**config.mk**
```make
export PLATFORM = sky130hd
export DESIGN_NAME = hfo_fifo
export DESIGN_NICKNAME = d
export VERILOG_FILES = /design/src/design/hfo_pkg.sv /design/src/design/hfo_fifo.sv
export SDC_FILE = /design/constraint.sdc
export NUM_CORES = 1
export LEC_CHECK = 0
export BUFFER_PORTS_ARGS = -buffer_cell sky130_fd_sc_hd__buf_2
export CAP_MARGIN = 10
export CORE_ASPECT_RATIO = 1.1
export CORE_MARGIN = 2
export CORE_UTILIZATION = 31
export CTS_CLUSTER_SIZE = 28
export DETAILED_ROUTE_END_ITERATION = 8
export HOLD_SLACK_MARGIN = 0.1
export PLACE_DENSITY = 0.53
export SLEW_MARGIN = 30
export SYNTH_ARGS = -nofsm -noshare
export SYNTH_HDL_FRONTEND = slang
export SYNTH_SLANG_ARGS = --single-unit
export TNS_END_PERCENT = 10
```
**constraint.sdc**
```tcl
create_clock -name clk_i -period 4.1 [get_ports clk_i]
set_input_delay 0.615 -clock clk_i [delete_from_list [all_inputs] [get_ports clk_i]]
set_output_delay 0.615 -clock clk_i [all_outputs]
set_load 0.01 [all_outputs]
```
**src/design/hfo_pkg.sv**
```systemverilog
`timescale 1ns / 1ps
package hfo_pkg;

  localparam int HOP_MAX_DEF     = 64;
  localparam int SAMPLE_BITS_DEF = 16;

  // config port
  localparam int              CFG_W       = 7;
  localparam logic [CFG_W-1:0] HOP_LEN_RST = 7'd64;
  localparam int              ADDR_W      = 3;
  localparam int              DATA_W      = 32;
  localparam logic [0:0]      REG_HOP_LEN = 1'b0;

  // item kinds
  localparam logic FUNC_SAMPLE = 1'b0;
  localparam logic FUNC_END    = 1'b1;

  // fade gain fixed point (Q30)
  localparam int          QB     = 31;
  localparam int          Q_FRAC = 30;
  localparam logic [QB-1:0] Q_ONE  = 31'd1073741824;
  localparam logic [QB-1:0] COS_C1 = 31'd1324675879;
  localparam logic [QB-1:0] COS_C2 = 31'd272375560;
  localparam logic [QB-1:0] COS_C3 = 31'd22401992;
  localparam logic [QB-1:0] COS_C4 = 31'd987048;
  localparam logic [QB-1:0] COS_C5 = 31'd27060;
  localparam int          GAIN_W = 16;
  localparam int          SQ_W   = 2 * CFG_W;

  // Horner coefficient after multiply j (C4 first, C1 last)
  function automatic logic [QB-1:0] horner_coef(input logic [1:0] j);
    logic [QB-1:0] c;
    case (j)
      2'd0:    c = COS_C4;
      2'd1:    c = COS_C3;
      2'd2:    c = COS_C2;
      default: c = COS_C1;
    endcase
    return c;
  endfunction

  typedef struct packed {
    logic             tail;
    logic             bank;
    logic [CFG_W-1:0] n;
    logic [CFG_W-1:0] hop;
  } hop_cmd_t;

  typedef enum logic [3:0] {
    BK_IDLE,
    BK_READ,
    BK_CAP,
    BK_DIV,
    BK_MUL,
    BK_SUB,
    BK_GAIN,
    BK_SCALE,
    BK_EMIT
  } back_state_e;

endpackage

```
**src/design/hfo_fifo.sv**
```systemverilog
`timescale 1ns / 1ps
module hfo_fifo import hfo_pkg::*; (
  input  logic     clk_i,
  input  logic     rst_ni,
  input  logic     push_i,
  input  hop_cmd_t data_i,
  input  logic     pop_i,
  output logic     empty_o,
  output hop_cmd_t data_o
);

  // two entries; the front never pushes into a full queue
  hop_cmd_t   slot_q [2];
  logic       wr_q, wr_d, rd_q, rd_d;
  logic [1:0] cnt_q, cnt_d;

  assign empty_o = (cnt_q == 2'd0);
  assign data_o  = slot_q[rd_q];

  always_comb begin
    wr_d  = push_i ? ~wr_q : wr_q;
    rd_d  = pop_i ? ~rd_q : rd_q;
    cnt_d = cnt_q + 2'(push_i) - 2'(pop_i);
  end

  always_ff @(posedge clk_i or negedge rst_ni) begin
    if (!rst_ni) begin
      wr_q  <= 1'b0;
      rd_q  <= 1'b0;
      cnt_q <= 2'd0;
    end else begin
      wr_q  <= wr_d;
      rd_q  <= rd_d;
      cnt_q <= cnt_d;
    end
  end

  always_ff @(posedge clk_i) begin
    if (push_i) begin
      slot_q[wr_q] <= data_i;
    end
  end

endmodule

```
=== Word level (Yosys, flattened, before mapping) ===
Memory sizes are Yosys's and may differ from the RTL's.
Index checks and enable logic that the tools add are counted.

* Register bits: 4
* Memory bits (writable): 32
* Bits in latches: 0
* Bits of input ports: 20
* Output and inout bits: 17
* Memory bits (read-only): 0
* Memories kept: 1

{| class="wikitable"
|+ Memories
! name !! depth !! width !! read ports !! clocked after memory_dff !! write ports !! RTL line !! text
|-
| slot_q || 2 || 16 || 1 || 0 || 1 || hfo_fifo.sv:13 || <nowiki>hop_cmd_t slot_q [2];</nowiki>
|}

* Shift operators: 0
* Bitwise logic cells: 2
* Eq/ne operators: 0
* Add/subtract/negate cells: 2
* Magnitude comparators: 0
* Reduce and logical (&&, ||, !) cells: 1
* Multiplexer cells: 2
* $mul: 0
* Divide/modulo/power cells: 0

{| class="wikitable"
|+ Operator list
! cell !! count
|-
| adder 2 x 1 -> 2 bit || 1
|-
| zero test 2 bit || 1
|-
| 2-to-1 mux 1 bit || 2
|-
| inverter 1 bit || 2
|-
| subtractor 2 x 1 -> 2 bit || 1
|}

=== Longest topological paths before layout ===
Gate-level depths: netlist of run 1.

* Word-level depth: 2
* Mapped depth: 5
* Depth with buffers taken out: 5

=== Worst setup path after synthesis of run 1 ===
OpenSTA, ideal clock, no wires.

* Path type: input -> register
* Start: input port push_i
* End: memory slot_q[0][0] (netlist bit) (enable)
* Required time: 3.710 ns
* Stages: 1
* Path slack: 2.330 ns
* Setup time: 0.390 ns
* Data arrival time: 1.379 ns
* Path buffers: 0
* Cells stage by stage: nor2b_1

* Longest elaborated chain between the ends: 2

{| class="wikitable"
|+ RTL lines
! what !! RTL line !! text
|-
| start: declaration || hfo_fifo.sv:5 || <nowiki>input logic push_i,</nowiki>
|-
| 2-to-1 mux 1 bit || hfo_fifo.sv:39 || <nowiki>if (push_i) begin</nowiki>
|-
| 2-to-1 mux 1 bit (not written as such) || hfo_fifo.sv:40 || <nowiki>slot_q[wr_q] <= data_i;</nowiki>
|-
| end: declaration || hfo_fifo.sv:13 ||
|}

Every way passes these cells.

==> results.py, run 1 <==
metrics = {
    "outcome": {
        "status": "completed",
    },
    "power_and_ir_drop": {
        "irDropWorstVdd_v": 0.000192,
        "p_per_area_nw_per_um2": 647,
        "p_total_uw": 1100,
        "p_leak_uw": 0.000694,
    },
    "worst_setup_path": {
        "cp_max_fo": 17,
        "slowest_delay_ns": 0.91,
        "crit_required_ns": 3.48,
        "crit_slowest_cell": "dfrtp_1",
        "arrival_ns": 1.74,
        "start_kind": "register",
        "crit_type": "register to primary output",
        "end_kind": "primary output",
        "path_cells": "mux2_2 > buf_2",
    },
    "layout": {
        "final_cell_mix": "36 x buf_2, 32 x edfxtp_1, 9 x mux2_4",
        "area_delta_synth_final_pct": 22.1,
        "fillers": 433,
        "final_common_cell": "buf_2",
        "fin_util_pct": 39.5,
        "final_net_count": 127,
        "drive_gt1_share_pct": 55.7,
        "diodes": 0,
    },
    "yosys": {
        "synth_mux_area_share_pct": 15.3,
        "netlist_instances": 64,
        "ys_ff_latch": 36,
        "synthesis.area_sq_um": 1400,
        "synth.yosys.warnings": 0,
        "synth.distinct_cells": 13,
        "synth_top_family_by_area": "multiplexers",
        "synthXorXnorAreaFrac_pct": 2.96,
        "syn_avg_cell_area_sq_um": 21.8,
        "synth_compound_area_share_pct": 0,
        "seq_area_frac_synth_pct": 76.0,
        "synthSimpleGateAreaFrac_pct": 1.16,
        "synth_fp_nets": 86,
        "synth_fa_ha_area_share_pct": 1.79,
    },
    "timing": {
        "hold_viol": 0,
        "slew_headroom_pct": 42.6,
        "fin_tns_setup_ns": 0,
        "setup_viol": 0,
        "worst_slew_pin_slew_ns": 0.861,
        "fmax_mhz": 424,
        "fin_worst_skew_ns": 0.00514,
        "drv_slew": 0,
        "period_share_pct": 57.6,
        "min_period_ns": 2.36,
        "rsz0062_at_grt": "false",
    },
    "drt": {
        "totalWireLength_mm": 2.02,
        "drt-wirelength-per-cell_microns": 12.6,
        "drc_errors": 0,
        "vias": 670,
        "viasPerCell": 4.19,
        "drt_iter0_drc": 14,
        "drtPass1Iterations": 3,
        "postRouteAntennaNets": 0,
    },
    "clock_network": {
        "clk_pin_slew_ns": 0.06,
        "clock-sinks": 36,
        "cts.path.max_buffers": 2,
        "tritoncts": "built",
        "root_buffer": "clkbuf_8",
        "postCtsResizedCells": 0,
        "clock_latency_ns": 0.28,
        "cts_hold_buf": 0,
        "htree_levels": 2,
        "cts_buffers": 5,
        "postCtsSetupRepairBufs": 0,
    },
    "floorplanning": {
        "die-area_sq_um": 5060,
        "fp.dieW_microns": 68.0,
        "io_pins": 37,
        "chipHeight_microns": 74.4,
        "initial_core_util_pct": 32.3,
        "core_area_sq_um": 4320,
        "num_rows": 25,
    },
    "placement": {
        "post-dp-hpwl_mm": 1.43,
        "io_buffers": 36,
        "gp_routability_congestion": 0.692,
    },
    "global_routing": {
        "antenna_found_initial": 0,
        "grt_overflow": 0,
        "grt_pass1_wl_mm": 2.98,
        "track_usage_pct": 8.84,
        "grt_max_degree": 18,
        "grt_pass1_vias": 669,
    },
    "job": {
        "cap_violations": 0,
    },
    "min_path": {
        "hold_class": "input pin to asynchronous set/reset pin",
    },
}
cell usage after synthesis (all sizes together):
library cell / instances / share of area (%)
ha: 2 / 1.8
nor2b: 1 / 0.45
nor2: 1 / 0.27
xor2: 2 / 1.3
inv: 2 / 0.54
and2: 1 / 0.45
xor3: 1 / 1.7
buf: 2 / 2.2
edfxtp: 32 / 69
mux2: 16 / 15
dfrtp: 4 / 7.2
final timing paths:
path	depth (start not counted)	slack, ns	to	from
setup / recovery	2	1.74	data_o[3]	rd_q
hold / removal	1	0.13	cnt_q[1]	rst_ni
setup reg to reg	1	2.67	slot_q[0][9]	wr_q
hold reg to reg	1	0.51	wr_q	wr_q
max in group asynchronous	1	3.85	cnt_q[0]	rst_ni
min in group clk_i	1	0.51	wr_q	wr_q
registers in the layout, summed over array words and instances, names as in the netlist:
signal	flops
rd_q	1
cnt_q	2
slot_q	32
wr_q	1
report_power, final:
part	leakage [uW]	switching [uW]	internal (uW)
clock network	0.0000459	106	134
logic	0.000302	127	180
registers	0.000347	62.8	493
total	0.000694	296	808
per-layer routing:
| layer | wire length [microns] | vias up | share of wire [%] | track usage (%) |
|---|---|---|---|---|
| met3 | 160 | 6 | 7.9 | 4.54 |
| met2 | 1080 | 25 | 54 | 14.6 |
| met5 | 0 | - | 0 | 0 |
| met4 | 63 | 0 | 3.1 | 6.67 |
| met1 | 708 | 317 | 35 | 8.22 |
| li1 | - | 322 | - | - |
worst max-delay path: cells and delay by family (launching register included):
kind / cells / cell delay [ns]
flip-flops: 1 / 0.91
buffers and inverters: 1 / 0.14
multiplexers: 1 / 0.42
cells by family after synthesis:
family	count (synthesis)
XOR/XNOR	3
flip-flops	36
buffers and inverters	4
adder cells (fa/ha/maj)	2
AND/OR/NAND/NOR	3
multiplexers	16
cell type report:
type	count	area (sq um)	area share, %
Sequential cell	36	1060	62.2
Multi-Input combinational cell	24	299	17.5
Timing Repair Buffer	36	180	10.6
Clock buffer	7	86.3	5.06
Tap cell	54	67.6	3.96
Inverter	2	7.51	0.440
Clock inverter	1	3.75	0.220
stage by stage:
step	std cells	hold slack (ns)	setup WS (ns)	area, sq um
after floorplan	64	0.319	2.33	1400
after global placement	152	0.425	2.01	1620
after detailed placement	152	0.427	1.98	1620
after CTS	160	0.122	1.67	1710
after global routing	160	0.117	1.63	1710
final	160	0.130	1.74	1710
(Power assumes the default switching activity.)
==> inputs of run 2 (changes only) <==
- ABC_AREA: not set -> 1
- PLACE_DENSITY: 0.53 -> 0.52
- clock period: 4.1 -> 2.3 ns (I/O delays scaled with it)
==> results.py, run 2 <==
metrics = {
    "floorplanning": {
        "die-area_sq_um": 5340,
        "fp.dieW_microns": 69.9,
        "core_area_sq_um": 4620,
        "initial_core_util_pct": 32.0,
        "chipHeight_microns": 76.5,
        "io_pins": 37,
        "num_rows": 26,
    },
    "clock_network": {
        "tritoncts": "built",
        "cts.path.max_buffers": 2,
        "clock-sinks": 36,
        "clk_pin_slew_ns": 0.07,
        "cts_buffers": 5,
        "root_buffer": "clkbuf_8",
        "htree_levels": 2,
        "clock_latency_ns": 0.28,
    },
    "yosys": {
        "synthXorXnorAreaFrac_pct": 1.18,
        "synth_top_family_by_area": "buffers and inverters",
        "synth_fa_ha_area_share_pct": 1.69,
        "netlist_instances": 108,
        "syn_avg_cell_area_sq_um": 13.7,
        "synth_area_leader_cell": "edfxtp_1",
        "synth_top_cell_area_share_pct": 64.9,
        "synth.distinct_cells": 12,
        "async_flop_share_pct": 11.1,
        "synth_mux_area_share_pct": 0,
        "ys_ff_latch": 36,
        "synthSimpleGateAreaFrac_pct": 6.42,
        "synthFlopType": "edfxtp_1",
        "synthesis.area_sq_um": 1480,
        "synth_edf_count": 32,
        "yosysMostFrequentCell": "edfxtp_1",
        "synth_compound_area_share_pct": 8.96,
        "synth_fp_nets": 130,
        "ys_top_cells_by_area": "edfxtp_1 65%, o21ai_2 8.3%, dfrtp_1 6.8%",
        "seq_area_frac_synth_pct": 71.7,
        "synth.yosys.warnings": 0,
        "ys_top_cells_by_count": "32 x edfxtp_1, 23 x inv_1, 22 x nand2_1",
    },
    "timing": {
        "fin_tns_setup_ns": 0,
        "fmax_mhz": 635,
        "hold_ws_ns": 0.253,
        "rsz0062_at_grt": "false",
        "slew_headroom_pct": 58.5,
        "hold_viol": 0,
        "layout_setup_ws_ns": 0.726,
        "drv_slew": 0,
        "worst_slew_pin_slew_ns": 0.622,
        "period_share_pct": 68.4,
        "setup_viol": 0,
        "min_period_ns": 1.57,
        "fin_worst_skew_ns": 0.00333,
    },
    "drt": {
        "drt_iter0_drc": 21,
        "vias": 846,
        "viasPerCell": 4.07,
        "totalWireLength_mm": 2.31,
        "drtPass1Iterations": 3,
        "postRouteAntennaNets": 0,
        "drc_errors": 0,
        "drt-wirelength-per-cell_microns": 11.1,
    },
    "placement": {
        "io_buffers": 36,
        "gp_routability_congestion": 0.713,
        "post-dp-hpwl_mm": 1.70,
        "detailedPlace.worstSlack_ns": 0.902,
    },
    "global_routing": {
        "grt_pass1_wl_mm": 3.80,
        "grt_overflow": 0,
        "grt_pass1_vias": 837,
        "grt_max_degree": 21,
        "track_usage_pct": 9.36,
        "antenna_found_initial": 0,
    },
    "outcome": {
        "status": "completed",
    },
    "worst_setup_path": {
        "crit_type": "register to primary output",
        "start_kind": "register",
        "crit_required_ns": 1.96,
        "end_kind": "primary output",
        "cp_max_fo": 20,
        "arrival_ns": 1.23,
    },
    "layout": {
        "diodes": 0,
        "top_register": "slot_q",
        "drive_gt1_share_pct": 40.1,
        "reg_top3": "slot_q (32), cnt_q (2)",
        "final_net_count": 173,
        "final_common_cell": "buf_2",
        "area_delta_synth_final_pct": 23.4,
        "final_cell_mix": "36 x buf_2, 32 x edfxtp_1, 23 x inv_1",
        "largest_reg_flops": 32,
    },
    "power_and_ir_drop": {
        "p_per_area_nw_per_um2": 1220,
        "irDropWorstVdd_v": 0.000427,
        "p_leak_uw": 0.000819,
    },
    "job": {
        "cap_violations": 0,
    },
    "min_path": {
        "hold_class": "input pin to register",
    },
}
run 2: changes by cell type in the layout (fill, tap and decap cells not counted), moves of 2 or more:
cell     before  now
nand2_1       0   22
o21ai_2       0   14
inv_1         2   23
mux2_4        9    0
buf_4         0    3
o21ai_0       0    2
mux2_2        7    0
run 2: per-layer routing:
metal  GRT usage [%]  up-vias  part of all wire [%]
met4            4.04        0                   1.2
met3            4.76        5                   8.6
met5               0        -                     0
met1            10.6      375                    41
li1                -      439                     -
met2            14.9       27                    49
run 2: critical path, cell delays in order, from the launching register on:
cell	delay [ns]
dfrtp_1	0.36
buf_4	0.27
nand2_1	0.11
o21ai_2	0.07
buf_2	0.14
run 2: worst paths after layout:
kind,to,slack (ns),cells after the start,startpoint
min in group asynchronous,cnt_q[1],0.41,2,rst_ni
max in group asynchronous,wr_q,1.76,2,rst_ni
setup reg to reg,slot_q[1][9],1.02,2,wr_q
setup / recovery,data_o[12],0.73,4,rd_q
hold reg to reg,wr_q,0.50,1,wr_q
hold / removal,slot_q[0][11],0.25,1,data_i[11]
run 2: area by class of cell:
type / instances / area [sq um]
Timing Repair Buffer: 40 / 213
Fill cell: 452 / 2790
Tap cell: 56 / 70.1
Inverter: 23 / 86.3
Clock inverter: 1 / 30.0
Multi-Input combinational cell: 45 / 270
Sequential cell: 36 / 1060
Clock buffer: 7 / 96.3
run 2: cells by family (layout without fill, tap and decap cells):
| family | Yosys count | in the layout |
|---|---|---|
| flip-flops | 36 | 36 |
| buffers and inverters | 27 | 71 |
| AND/OR/NAND/NOR | 25 | 25 |
| AO/OA/AOI/OAI | 16 | 16 |
| adder cells (fa/ha/maj) | 2 | 2 |
| XOR/XNOR | 2 | 2 |
run 2: stage by stage:
stage	std cells	util, %	cell area (sq um)	power, uW
floorplan	108	-	1480	1500
global placement	199	36.6	1690	1650
detailed placement	199	36.6	1690	1670
CTS	208	39.5	1830	2260
global route	208	39.5	1830	2370
finish	208	39.5	1830	2220
run 2: timing repair:
item | in CTS | in global routing
setup buffers | 0 | 0
hold buffers | 1 | 0
hold endpoints to repair | 4 | 0
resized for setup | 0 | 0
run 2: report_power, final:
part | switching [uW] | total (uW) | internal [uW]
Combinational | 434 | 708 | 273
Clock | 206 | 588 | 382
Sequential | 47.0 | 925 | 878
==> inputs of run 3 (changes only) <==
- PLACE_DENSITY: 0.52 -> 0.54
- clock period: 2.3 -> 1.4 ns (I/O delays scaled with it)
==> results.py, run 3 (same netlist as run 2, synthesis figures left out) <==
metrics = {
    "drt": {
        "drt-wirelength-per-cell_microns": 11.1,
        "totalWireLength_mm": 2.33,
        "drc_errors": 0,
        "vias": 878,
        "viasPerCell": 4.16,
        "drtPass1Iterations": 4,
        "drt_iter0_drc": 45,
        "postRouteAntennaNets": 0,
    },
    "power_and_ir_drop": {
        "p_leak_uw": 0.000819,
        "irDropWorstVdd_v": 0.000602,
        "p_total_uw": 3490,
        "p_per_area_nw_per_um2": 1900,
    },
    "timing": {
        "rsz0062_at_grt": "true",
        "worst_slew_pin_slew_ns": 0.164,
        "period_share_pct": 98.3,
        "hold_ws_ns": 0.115,
        "min_period_ns": 1.38,
        "setup_viol": 0,
        "drv_slew": 0,
        "fmax_mhz": 726,
        "hold_viol": 0,
        "fin_worst_skew_ns": 0.00738,
        "slew_headroom_pct": 89.1,
    },
    "clock_network": {
        "cts_buffers": 5,
        "clock-sinks": 36,
        "clk_pin_slew_ns": 0.07,
        "tritoncts": "built",
        "root_buffer": "clkbuf_8",
        "htree_levels": 2,
        "postCtsSetupRepairBufs": 0,
        "cts.path.max_buffers": 2,
        "clock_latency_ns": 0.28,
    },
    "global_routing": {
        "grt_pass1_wl_mm": 3.85,
        "track_usage_pct": 9.48,
        "antenna_found_initial": 0,
        "grt_pass1_vias": 864,
        "grt_max_degree": 20,
        "grt_overflow": 0,
    },
    "layout": {
        "reg_top3": "slot_q (32), cnt_q (2)",
        "area_delta_synth_final_pct": 24.2,
        "final_common_cell": "buf_2",
        "fillers": 457,
        "final_cell_count_no_fill": 211,
        "final_net_count": 176,
        "largest_reg_flops": 32,
        "drive_gt1_share_pct": 43.2,
        "final_cell_mix": "36 x buf_2, 32 x edfxtp_1, 23 x inv_1",
        "top_register": "slot_q",
        "diodes": 0,
    },
    "floorplanning": {
        "num_rows": 26,
        "die-area_sq_um": 5340,
        "core_area_sq_um": 4620,
        "initial_core_util_pct": 32.0,
        "fp.dieW_microns": 69.9,
        "io_pins": 37,
        "chipHeight_microns": 76.5,
    },
    "worst_setup_path": {
        "crit_type": "register to primary output",
        "start_kind": "register",
        "crit_required_ns": 1.19,
        "cp_max_fo": 14,
        "end_kind": "primary output",
        "arrival_ns": 1.17,
    },
    "outcome": {
        "status": "completed",
    },
    "placement": {
        "gp_routability_congestion": 0.667,
        "dp.cells": 202,
        "io_buffers": 36,
        "post-dp-hpwl_mm": 1.78,
    },
    "min_path": {
        "hold_class": "input pin to register",
    },
    "job": {
        "cap_violations": 0,
    },
}
==> run 3: final timing paths <==
kind / from / end / slack, ns / cells past startpoint
setup reg to reg: cnt_q[0] / cnt_q[1] / 0.30 / 7
max in group asynchronous: rst_ni / rd_q / 1.02 / 2
hold / removal: data_i[12] / slot_q[1][12] / 0.12 / 1
hold reg to reg: wr_q / wr_q / 0.52 / 1
setup / recovery: rd_q / data_o[14] / 0.02 / 3
min in group asynchronous: rst_ni / cnt_q[1] / 0.26 / 2
==> run 3: repair_timing <==
| item | CTS | global route |
|---|---|---|
| resized for setup | 2 | 7 |
| endpoints found under the hold margin | 4 | 0 |
| setup endpoints to repair | 6 | 12 |
| hold buffers | 1 | 0 |
==> run 3: layout make-up <==
cell class                 count  area, sq um  area share [%]
sequential                    36         1060            57.7
inverter                      23         86.3            4.70
tap                           56         70.1            3.81
clock inverter                 1         3.75           0.204
multi-input combinational     45          285            15.5
timing repair buffer          43          255            13.9
clock buffer                   7         76.3            4.15
==> run 3: critical path: stages (launching register included) <==
cell and delay, ns:
dfrtp_1 0.42, buf_8 0.17, o21ai_2 0.15, buf_2 0.15
==> run 3: metrics by stage <==
step	util, %	worst slack [ns]	instance area [sq um]	setup TNS (ns)
2_1_floorplan	-	0.158	1480	0
3_3_place_gp	37.4	0.293	1730	0
3_5_place_dp	37.4	0.250	1730	0
4_1_cts	39.4	0.00311	1820	0
5_1_grt	39.8	-0.0373	1840	-0.310
6_report	39.8	0.0233	1840	0
==> run 3: power by group <==
part	switching, uW	internal (uW)	leakage, uW	total [uW]
logic	744	551	0.000431	1290
registers	93.7	1440	0.000347	1540
clock network	318	346	0.0000399	663
total	1160	2340	0.000819	3490
==> run 3: layer usage <==
layer	GRT usage (%)	routed length [microns]	vias up
li1	-	-	443
met1	10.3	988	405
met2	15.6	1150	26
met3	4.23	170	4
met4	4.62	21	0
met5	0	0	-
